`config.mk`:
```
export PLATFORM = sky130hd
export DESIGN_NAME = riscv_machine_csr_file
export DESIGN_NICKNAME = d
export VERILOG_FILES = /design/src/rmcsr_pkg.sv /design/src/riscv_machine_csr_file.sv /design/src/rmcsr_ctrl.sv /design/src/rmcsr_datapath.sv
export SDC_FILE = /design/constraint.sdc
export NUM_CORES = 1
export LEC_CHECK = 0
export ABC_AREA = 1
export BUFFER_PORTS_ARGS = -buffer_cell sky130_fd_sc_hd__clkbuf_2
export CORE_MARGIN = 4
export CORE_UTILIZATION = 47
export CTS_CLUSTER_DIAMETER = 50
export CTS_CLUSTER_SIZE = 10
export DETAILED_ROUTE_END_ITERATION = 10
export SETUP_SLACK_MARGIN = 0.05
export SYNTH_ARGS = -nofsm -noshare
export SYNTH_HDL_FRONTEND = slang
export SYNTH_HIERARCHICAL = 1
export SYNTH_SLANG_ARGS = --single-unit
```
`constraint.sdc`:
```
create_clock -name clk_i -period 4.5 [get_ports clk_i]
set_input_delay 0.675 -clock clk_i [delete_from_list [all_inputs] [get_ports clk_i]]
set_output_delay 0.675 -clock clk_i [all_outputs]
set_load 0.05 [all_outputs]
```
`src/rmcsr_pkg.sv`:
```
// Shared types, codes and constants of the machine-mode CSR file.
`default_nettype none

package rmcsr_pkg;

  typedef enum logic [1:0] {
    ErrOk       = 2'd0,
    ErrReadOnly = 2'd1,
    ErrNoCsr    = 2'd2
  } err_e;

  typedef enum logic [1:0] {
    WrNone      = 2'd0,
    WrOverwrite = 2'd1,
    WrClear     = 2'd2,
    WrSet       = 2'd3
  } wr_kind_e;

  localparam logic FuncTick = 1'b1;

  localparam int unsigned CfgIdxW   = 3;
  localparam int unsigned InTdataW  = 48;
  localparam int unsigned OutTdataW = 40;

  localparam logic [CfgIdxW-1:0] CfgVendorId = 3'd0;
  localparam logic [CfgIdxW-1:0] CfgArchId   = 3'd1;
  localparam logic [CfgIdxW-1:0] CfgImplId   = 3'd2;
  localparam logic [CfgIdxW-1:0] CfgHartId   = 3'd3;
  localparam logic [CfgIdxW-1:0] CfgConfPtr  = 3'd4;
  localparam logic [CfgIdxW-1:0] CfgIsaReset = 3'd5;

  localparam logic [31:0] IsaResetValue = 32'h4000_0000;
  localparam logic [1:0]  RoAddrPrefix  = 2'b11;

  localparam logic [11:0] CsrMstatus    = 12'h300;
  localparam logic [11:0] CsrMisa       = 12'h301;
  localparam logic [11:0] CsrMie        = 12'h304;
  localparam logic [11:0] CsrMtvec      = 12'h305;
  localparam logic [11:0] CsrMstatush   = 12'h310;
  localparam logic [11:0] CsrMscratch   = 12'h340;
  localparam logic [11:0] CsrMepc       = 12'h341;
  localparam logic [11:0] CsrMcause     = 12'h342;
  localparam logic [11:0] CsrMtval      = 12'h343;
  localparam logic [11:0] CsrMip        = 12'h344;
  localparam logic [11:0] CsrMcycle     = 12'hB00;
  localparam logic [11:0] CsrMcycleh    = 12'hB80;
  localparam logic [11:0] CsrMinstret   = 12'hB02;
  localparam logic [11:0] CsrMinstreth  = 12'hB82;
  localparam logic [11:0] CsrMvendorid  = 12'hF11;
  localparam logic [11:0] CsrMarchid    = 12'hF12;
  localparam logic [11:0] CsrMimpid     = 12'hF13;
  localparam logic [11:0] CsrMhartid    = 12'hF14;
  localparam logic [11:0] CsrMconfigptr = 12'hF15;

  typedef struct packed {
    logic load;
    logic exec;
  } dp_cmd_t;

  typedef struct packed {
    logic is_tick;
  } dp_status_t;

  function automatic logic [31:0] merge(input logic [31:0] old, input logic [31:0] mask,
                                        input logic [31:0] val);
    return (old & ~mask) | (val & mask);
  endfunction

endpackage

`default_nettype wire

```
`src/riscv_machine_csr_file.sv`:
```
// Top level of the RV32 machine-mode CSR file.
//
// channel   direction  contents
// s_axis    in         CSR access or clock tick (tuser selects)
// m_axis    out        read data and error code, one per access
// cfg       in         identifier register writes by index
//
// The controller's accept/execute sequence takes an item in idle and executes it in execute;
// no new item is taken until the previous one has executed.
// An access waits in execute while the previous result has not been taken; ticks do not.
// Reset clears all CSRs and counters, misa loads 0x40000000.
// The config port is always ready.
`default_nettype none

module riscv_machine_csr_file
  import rmcsr_pkg::*;
(
  input  wire logic                 clk_i,
  input  wire logic                 rst_ni,
  input  wire logic                 s_axis_tvalid,
  output logic                      s_axis_tready,
  // [11:0] csr_address, [12] read_request, [14:13] write_kind, [46:15] write_data, [47] 0
  input  wire logic [InTdataW-1:0]  s_axis_tdata,
  // [0] func
  input  wire logic                 s_axis_tuser,
  output logic                      m_axis_tvalid,
  input  wire logic                 m_axis_tready,
  // [31:0] read_data, [33:32] error_code, [39:34] 0
  output logic [OutTdataW-1:0]      m_axis_tdata,
  input  wire logic                 cfg_valid_i,
  output logic                      cfg_ready_o,
  input  wire logic [CfgIdxW-1:0]   cfg_index_i,
  input  wire logic [31:0]          cfg_data_i
);

  dp_cmd_t     cmd;
  dp_status_t  status;
  logic [31:0] rd_data;
  err_e        err;

  rmcsr_ctrl u_ctrl (
    .clk_i      (clk_i),
    .rst_ni     (rst_ni),
    .in_valid_i (s_axis_tvalid),
    .in_ready_o (s_axis_tready),
    .out_valid_o(m_axis_tvalid),
    .out_ready_i(m_axis_tready),
    .cmd_o      (cmd),
    .status_i   (status)
  );

  rmcsr_datapath u_datapath (
    .clk_i      (clk_i),
    .rst_ni     (rst_ni),
    .cmd_i      (cmd),
    .status_o   (status),
    .in_tdata_i (s_axis_tdata),
    .in_tuser_i (s_axis_tuser),
    .cfg_we_i   (cfg_valid_i),
    .cfg_index_i(cfg_index_i),
    .cfg_data_i (cfg_data_i),
    .rd_data_o  (rd_data),
    .err_o      (err)
  );

  assign cfg_ready_o  = 1'b1;
  assign m_axis_tdata = {6'b0, err, rd_data};

endmodule

`default_nettype wire

```
`src/rmcsr_ctrl.sv`:
```
// Controller of the CSR file: transaction sequencing and result valid.
`default_nettype none

module rmcsr_ctrl
  import rmcsr_pkg::*;
(
  input  wire logic       clk_i,
  input  wire logic       rst_ni,
  input  wire logic       in_valid_i,
  output logic            in_ready_o,
  output logic            out_valid_o,
  input  wire logic       out_ready_i,
  output dp_cmd_t         cmd_o,
  input  wire dp_status_t status_i
);

  typedef enum logic [1:0] {
    StIdle = 2'b01,
    StExec = 2'b10
  } state_e;

  state_e state_q, state_d;
  logic   out_valid_q, out_valid_d;
  logic   can_exec;

  always_comb begin
    can_exec    = (state_q == StExec) && (status_i.is_tick || !out_valid_q || out_ready_i);
    in_ready_o  = (state_q == StIdle);
    cmd_o.load  = (state_q == StIdle) && in_valid_i;
    cmd_o.exec  = can_exec;
    out_valid_d = (out_valid_q && !out_ready_i) || (can_exec && !status_i.is_tick);
    state_d     = state_q;
    case (state_q)
      StIdle: begin
        if (in_valid_i) state_d = StExec;
      end
      StExec: begin
        if (can_exec) state_d = StIdle;
      end
      default: state_d = StIdle;
    endcase
  end

  always_ff @(posedge clk_i or negedge rst_ni) begin
    if (!rst_ni) begin
      state_q     <= StIdle;
      out_valid_q <= 1'b0;
    end else begin
      state_q     <= state_d;
      out_valid_q <= out_valid_d;
    end
  end

  assign out_valid_o = out_valid_q;

endmodule

`default_nettype wire

```
`src/rmcsr_datapath.sv`:
```
// Datapath of the CSR file: item latch, CSR storage, write merge and result register.
`default_nettype none

module rmcsr_datapath
  import rmcsr_pkg::*;
(
  input  wire logic                 clk_i,
  input  wire logic                 rst_ni,
  input  wire dp_cmd_t              cmd_i,
  output dp_status_t                status_o,
  input  wire logic [InTdataW-1:0]  in_tdata_i,
  input  wire logic                 in_tuser_i,
  input  wire logic                 cfg_we_i,
  input  wire logic [CfgIdxW-1:0]   cfg_index_i,
  input  wire logic [31:0]          cfg_data_i,
  output logic [31:0]               rd_data_o,
  output err_e                      err_o
);

  // latched item
  logic        func_q;
  logic [11:0] addr_q;
  logic        rd_q;
  logic [1:0]  kind_q;
  logic [31:0] wdata_q;

  // identifiers
  logic [31:0] vendor_q, arch_q, impl_q, hart_q, cfgptr_q;

  // CSRs
  logic [31:0] scratch_q, scratch_d, isa_q, isa_d, epc_q, epc_d;
  logic [31:0] cause_q, cause_d, tval_q, tval_d, mip_q, mip_d;
  logic [31:0] mie_q, mie_d, mtvec_q, mtvec_d;
  logic [3:0]  status_q, status_d;
  logic [63:0] cycle_q, cycle_d, instret_q, instret_d;

  logic [31:0] rd_data_q, rd_data_d;
  err_e        err_q, err_d;

  logic [31:0] mask, val, old, nv, status_word;
  logic        ro, noop, hit, do_wr;

  always_comb begin
    case (wr_kind_e'(kind_q))
      WrOverwrite: begin mask = '1;      val = wdata_q; end
      WrClear:     begin mask = wdata_q; val = '0;      end
      WrSet:       begin mask = wdata_q; val = '1;      end
      default:     begin mask = '0;      val = '0;      end
    endcase

    status_word = 32'(status_q[0]) << 3 | 32'(status_q[1]) << 7 | 32'(status_q[3:2]) << 11;

    ro   = (addr_q[11:10] == RoAddrPrefix) && (mask != '0);
    noop = !rd_q && (wr_kind_e'(kind_q) == WrNone);
    hit  = 1'b1;
    case (addr_q)
      CsrMstatus:    old = status_word;
      CsrMstatush:   old = '0;
      CsrMisa:       old = isa_q;
      CsrMie:        old = mie_q;
      CsrMtvec:      old = mtvec_q;
      CsrMscratch:   old = scratch_q;
      CsrMepc:       old = epc_q;
      CsrMcause:     old = cause_q;
      CsrMtval:      old = tval_q;
      CsrMip:        old = mip_q;
      CsrMcycle:     old = cycle_q[31:0];
      CsrMcycleh:    old = cycle_q[63:32];
      CsrMinstret:   old = instret_q[31:0];
      CsrMinstreth:  old = instret_q[63:32];
      CsrMvendorid:  old = vendor_q;
      CsrMarchid:    old = arch_q;
      CsrMimpid:     old = impl_q;
      CsrMhartid:    old = hart_q;
      CsrMconfigptr: old = cfgptr_q;
      default: begin
        old = '0;
        hit = 1'b0;
      end
    endcase
    nv    = merge(old, mask, val);
    do_wr = cmd_i.exec && (func_q != FuncTick) && !ro && !noop;

    scratch_d = scratch_q;
    isa_d     = isa_q;
    epc_d     = epc_q;
    cause_d   = cause_q;
    tval_d    = tval_q;
    mip_d     = mip_q;
    mie_d     = mie_q;
    mtvec_d   = mtvec_q;
    status_d  = status_q;
    cycle_d   = cycle_q;
    instret_d = instret_q;

    if (cmd_i.exec && (func_q == FuncTick)) begin
      cycle_d   = cycle_q + 64'd1;
      instret_d = instret_q + 64'd1;
    end

    if (do_wr) begin
      case (addr_q)
        CsrMstatus:   status_d = {nv[12:11], nv[7], nv[3]};
        CsrMisa:      isa_d = nv;
        CsrMie:       mie_d = nv;
        CsrMtvec:     mtvec_d = nv;
        CsrMscratch:  scratch_d = nv;
        CsrMepc:      epc_d = nv;
        CsrMcause:    cause_d = nv;
        CsrMtval:     tval_d = nv;
        CsrMip:       mip_d = nv;
        CsrMcycle:    cycle_d[31:0] = nv;
        CsrMcycleh:   cycle_d[63:32] = nv;
        CsrMinstret:  instret_d[31:0] = nv;
        CsrMinstreth: instret_d[63:32] = nv;
        default: ;
      endcase
    end

    if (ro) begin
      err_d     = ErrReadOnly;
      rd_data_d = '0;
    end else if (noop) begin
      err_d     = ErrOk;
      rd_data_d = '0;
    end else if (!hit) begin
      err_d     = ErrNoCsr;
      rd_data_d = '0;
    end else begin
      err_d     = ErrOk;
      rd_data_d = old;
    end
  end

  always_ff @(posedge clk_i) begin
    if (cmd_i.load) begin
      func_q  <= in_tuser_i;
      addr_q  <= in_tdata_i[11:0];
      rd_q    <= in_tdata_i[12];
      kind_q  <= in_tdata_i[14:13];
      wdata_q <= in_tdata_i[46:15];
    end
    if (cmd_i.exec && (func_q != FuncTick)) begin
      rd_data_q <= rd_data_d;
      err_q     <= err_d;
    end
  end

  always_ff @(posedge clk_i or negedge rst_ni) begin
    if (!rst_ni) begin
      vendor_q  <= '0;
      arch_q    <= '0;
      impl_q    <= '0;
      hart_q    <= '0;
      cfgptr_q  <= '0;
      scratch_q <= '0;
      isa_q     <= IsaResetValue;
      epc_q     <= '0;
      cause_q   <= '0;
      tval_q    <= '0;
      mip_q     <= '0;
      mie_q     <= '0;
      mtvec_q   <= '0;
      status_q  <= '0;
      cycle_q   <= '0;
      instret_q <= '0;
    end else begin
      if (cfg_we_i) begin
        // misa reset value is restored by reset itself, so its register write has no effect
        case (cfg_index_i)
          CfgVendorId: vendor_q <= cfg_data_i;
          CfgArchId:   arch_q   <= cfg_data_i;
          CfgImplId:   impl_q   <= cfg_data_i;
          CfgHartId:   hart_q   <= cfg_data_i;
          CfgConfPtr:  cfgptr_q <= cfg_data_i;
          CfgIsaReset: ;
          default: ;
        endcase
      end
      scratch_q <= scratch_d;
      isa_q     <= isa_d;
      epc_q     <= epc_d;
      cause_q   <= cause_d;
      tval_q    <= tval_d;
      mip_q     <= mip_d;
      mie_q     <= mie_d;
      mtvec_q   <= mtvec_d;
      status_q  <= status_d;
      cycle_q   <= cycle_d;
      instret_q <= instret_d;
    end
  end

  assign status_o.is_tick = (func_q == FuncTick);
  assign rd_data_o        = rd_data_q;
  assign err_o            = err_q;

endmodule

`default_nettype wire
```
After elaboration in Yosys (flattened, before gate mapping)
Cells that the tools add are included.

Register bits: 633. Bits of input ports: 89.

Eq/ne operators: 31. Bitwise operators: 8. Muxes and demuxes: 17. Reduce and logical (&&, ||, !) cells: 41. Add/subtract/negate cells: 2.

Operators by type and width (number): 32-bit one-hot mux with 18 select lines (1); 64-bit two-way mux (4); 64-bit by 1-bit adder with 64-bit output, second input constant (2); 32-bit two-way mux (4); 32-bit one-hot mux with 2 select lines (2); 12-bit by 10-bit == test with 1-bit output, second input constant (10); 12-bit == test, second input constant (9); 32-bit bitwise AND (2); 32-bit inverter (1); 32-bit by 13-bit bitwise OR with 32-bit output (1); 32-bit bitwise OR (1); 32-bit nonzero test (1); 2-bit AND reduction (15); 19-bit OR reduction (1); 1-bit logical AND (10); 2-bit == test, second input constant (4); 4-bit by 8-bit bitwise OR with 8-bit output (1); 3-bit by 2-bit == test with 1-bit output, second input constant (2); 1-bit zero test (6); 2-bit two-way mux (3); 2-bit by 1-bit == test with 1-bit output, second input constant (2); 2-bit one-hot mux with 2 select lines (1); 2-bit OR reduction (2); 3-bit by 1-bit == test with 1-bit output, second input constant (1); other kinds (9) (13).

Depth between registers and ports, before layout
Depth in word-level cells: 9. Mapped depth: 18. Gate-level depth less buffers: 17.

Hierarchy
The synthesis kept the hierarchy.

Modules (own cells, without submodules): rmcsr_datapath (area an instance 33410.8 um^2, sequential area each 16176.8 um^2, cells each 4666, instances 1); rmcsr_ctrl (area an instance 150.1 um^2, sequential area each 76.3 um^2, cells each 18, instances 1); riscv_machine_csr_file (area an instance 60.1 um^2, sequential area each 0.0 um^2, cells each 9, instances 1).

Worst setup path after synthesis
Ideal clock, no wire load.

Path kind: input-to-reg. From: in m_axis_tready. To: reg u_datapath.tval_q[11]. Slack: 1.662 ns. Arrival time: 2.772 ns. Stages: 13. Library setup time: 0.066 ns. Required time: 4.434 ns. Path buffers: 3. Cells stage by stage: inv_1 -> nand3_1 -> nand3_1 -> inv_1 -> buf_4 -> inv_1 -> nor2_1 -> buf_2 -> nand4_1 -> inv_1 -> buf_2 -> nand2_1 -> nand2_1.

Word-level cells in the longest chain between the ends: 6.

RTL lines: from (decl) (line riscv_machine_csr_file.sv:27) `input wire logic m_axis_tready,`; 1-bit logical OR (line rmcsr_ctrl.sv:27) `can_exec = (state_q == StExec) && (status_i.is_tick || !out_valid_q || out_ready_i);`; 1-bit logical AND (line rmcsr_ctrl.sv:27); via u_ctrl.can_exec (line rmcsr_ctrl.sv:24) `logic can_exec;`; 1-bit logical AND (3 in series) (line rmcsr_datapath.sv:82) `do_wr = cmd_i.exec && (func_q != FuncTick) && !ro && !noop;`; 2-bit AND reduction (no source line); to (signal assigned) (line rmcsr_datapath.sv:184) `tval_q <= tval_d;`; to (decl) (line rmcsr_datapath.sv:32) `logic [31:0] cause_q, cause_d, tval_q, tval_d, mip_q, mip_d;`.

The timed path passes the listed nets, and every way through them passes these cells. A chain may end at the register's enable or synchronous reset.

Worst setup path after layout
From: reg u_datapath.addr_q[10]. To: reg u_datapath.cycle_q[29].

Word-level cells in the longest chain between the ends: 6. Elaborated cells on any way between the ends: 28. Those cells by class: eq/ne (19); mux (3); bitwise (2); reduce/logical (4).

RTL lines: from (decl) (line rmcsr_datapath.sv:22) `logic [11:0] addr_q;`; from (signal assigned) (line rmcsr_datapath.sv:138) `addr_q <= in_tdata_i[11:0];`; 12-bit == test (tied with other cells) (line rmcsr_datapath.sv:56) `case (addr_q)`; 32-bit one-hot mux with 18 select lines / 1-bit logical AND (equally long branches) (line rmcsr_datapath.sv:56, rmcsr_datapath.sv:53); 32-bit bitwise AND / 1-bit zero test (equally long branches) (line rmcsr_pkg.sv:66, rmcsr_datapath.sv:82); 32-bit bitwise OR / 1-bit logical AND (equally long branches) (line rmcsr_pkg.sv:66, rmcsr_datapath.sv:82); 32-bit two-way mux / 1-bit logical AND (equally long branches) (line rmcsr_datapath.sv:102, rmcsr_datapath.sv:82); 64-bit two-way mux * (line rmcsr_datapath.sv:101) `if (do_wr) begin`; via u_datapath.cycle_d[29] (line rmcsr_datapath.sv:35) `logic [63:0] cycle_q, cycle_d, instret_q, instret_d;`; to (signal assigned) (line rmcsr_datapath.sv:189) `cycle_q <= cycle_d;`; to (decl) (line rmcsr_datapath.sv:35).

The timed path passes the listed nets; every way through them passes the cells marked *.

==> reports/qor.yml <==
outcome: "complete, but fails checks"
violations: "hold timing"
path_class: "reg2reg"
grt_pass1_wl_mm: 198
stdcell_area_um2: 38100
p_leak_uw: 0.0201
ys.flop_type: "dfrtp_1"
remaining_drc_errors: 0
yosys_register_bits: 633
grt_usage_pct: 35.8
die_h_um: 275
placed_cell_area_um2: 35200
io-pin-count: 132
peakVddDrop_v: 0.000312
antenna_found_initial: 4
hold_violations: 12
num_rows: 97
die_x_um: 275
power_density_nw_per_um2: 383
required_ps: 5080
end_kind: "flop"
root_buffer: "clkbuf_16"
dr.pass1.iters: 6
ff2ff_setup_slack_ps: 750
hold_path_class: "in2async"
grt_overflow: 0
start_util_pct: 47.7
mostFrequentLayoutCell: "nand2_1"
drtIter0Drc: 4246
reg_top3: "u_datapath/cycle_q x64, u_datapath/instret_q x64"
cts_max_level: 3
wl_per_cell_um: 23.5
finalSetupViolations: 0
yosysSeqAreaShare_pct: 48.3
drt-total-wl_mm: 136
fin_crit_ps: 3750
synthArstFlopShare_pct: 87.0
n_fill_cell: 6964
avgSynthCellArea_um2: 7.16
clk_path_buf_depth: 3
cts.sinks: 633
grt_max_degree: 110
cts_resized: 0
vias_per_cell: 5.57
cp_max_fo: 11
cp.arrival_ps: 4330
drv_cap: 0
coreArea_um2: 70500
synth_cells: 4693
fmax_ghz: 0.266
fin_crit_sh_pct: 83.4
power.total_uw: 14600
synth_top_area_cell: "dfrtp_1"
critPathLaunchType: "flop"
worst_clock_skew_ps: 39.0
clock_latency_ps: 670
final_cell_mix: "2108 x nand2_1, 549 x dfrtp_1, 449 x nor2_1"
place.port_buffers: 123
cts_tree: "done"
synth_enable_flop_cells: 82
grt_pass1_vias: 29676
slew_headroom_pct: 12.2
nets: 4863
place_congestion: 1.04
drive_gt1_share_pct: 8.85
dp_slack_ps: 869
final_antenna_net_count: 0
synth_area_leaders: "dfrtp_1 41%, nand2_1 24%, edfxtp_1 7.3%, nand3_1 6.3%, nor2_1 5.0%"
rsz0062_at_grt: "no"
hold_slack_ps: -14.5
tightestPinTransition_ps: 1300
cts.reportedPaths.clkPinSlew_ps: 60
regArea_um2: 16300
cts-buffers-inserted: 89
dieArea_um2: 75900
hold_buffers: 0
hpwl_mm: 95.7
fin_ws_ps: 746
num_vias: 32176
yosys.area.top_type_share_pct: 40.9
yosys_warnings: 6
tns_ps: 0
post_cts_buffers: 0
synth_area_um2: 33600
final-max-slew-violation-count: 0
multi_input_comb_area_um2: 15200
area_growth_pct: 13.3
synth_cell_type_count: 40
worst max-delay path, cell delays in order (launching register included):
cell and delay, ps:
edfxtp_1 500, inv_1 110, nand2_1 60, nor2_2 270, nand3_1 500, o21ai_0 1190
nor2_1 80, nand2_1 210, o21ai_1 100, nand2_1 270, buf_12 200, nand2_1 60
nand2_1 70
per-layer routing:
layer | wire length [um] | track usage, % | part of all wire (%) | up-vias
met3 | 14300 | 8.46 | 11 | 332
li1 | - | - | - | 14885
met5 | 0 | 0 | 0 | -
met2 | 55300 | 49.8 | 41 | 1642
met4 | 10900 | 23.3 | 8.0 | 0
met1 | 55300 | 49.9 | 41 | 15317
cell type report:
| cell class | count | share of cell area [%] |
|---|---|---|
| Clock buffer | 115 | 6.26 |
| Multi-Input combinational cell | 3532 | 39.8 |
| Timing Repair Buffer | 221 | 3.87 |
| Inverter | 295 | 2.91 |
| Clock inverter | 38 | 1.35 |
| Antenna cell | 4 | 0.0263 |
| Tap cell | 940 | 3.09 |
| Sequential cell | 633 | 42.7 |
where the power goes:
| part | total (uW) | internal (uW) | switching [uW] |
|---|---|---|---|
| clock network | 6970 | 4130 | 2840 |
| registers | 6460 | 6180 | 278 |
| logic | 1150 | 320 | 827 |
| total | 14600 | 10600 | 3940 |
worst paths after layout:
| path | start | endpoint | depth (start not counted) |
|---|---|---|---|
| worst max-delay path | u_datapath/addr_q[10] | u_datapath/cycle_q[29] | 12 |
| worst min-delay path | rst_ni | u_datapath/vendor_q[21] | 1 |
| worst max register to register | u_datapath/addr_q[10] | u_datapath/cycle_q[29] | 12 |
| worst min register to register | u_datapath/isa_q[30] | u_datapath/isa_q[30] | 2 |
| max in group asynchronous | rst_ni | u_datapath/vendor_q[1] | 2 |
| min in group clk_i | s_axis_tdata[25] | u_datapath/wdata_q[10] | 1 |
through the flow:
stage	cells	utilization [%]
final	5778	54.0
after global routing	5774	54.0
after CTS	5774	54.0
after detailed placement	5621	49.9
after global placement	5621	49.9
after floorplan	4698	-
synthesized netlist by cell type (8+ instances only):
| master | n |
|---|---|
| o21ai_1 | 39 |
| nor2_1 | 452 |
| dfrtp_1 | 549 |
| xnor2_1 | 11 |
| nor4_1 | 8 |
| xor2_1 | 74 |
| inv_1 | 271 |
| buf_4 | 29 |
| o21ai_0 | 201 |
| buf_2 | 104 |
| a21oi_1 | 28 |
| nand2_1 | 2109 |
| edfxtp_1 | 82 |
| nor2_2 | 20 |
| nand3_1 | 423 |
| clkbuf_1 | 100 |
| inv_2 | 24 |
| nand3b_1 | 11 |
| nor3_1 | 68 |
| nand4_1 | 40 |
cells by family (layout without fill, tap and decap cells):
group                    Yosys count  in the layout  share of synthesized area, %
AO/OA/AOI/OAI                    279            279                          4.24
flip-flops                       633            633                          48.3
buffers and inverters            533            669                          6.73
XOR/XNOR                          85             85                          2.21
adder cells (fa/ha/maj)            2              2                        0.0744
other                              2             11                        0.0223
AND/OR/NAND/NOR                 3159           3159                          38.4
No activity file was read; power rests on OpenSTA's default activity.
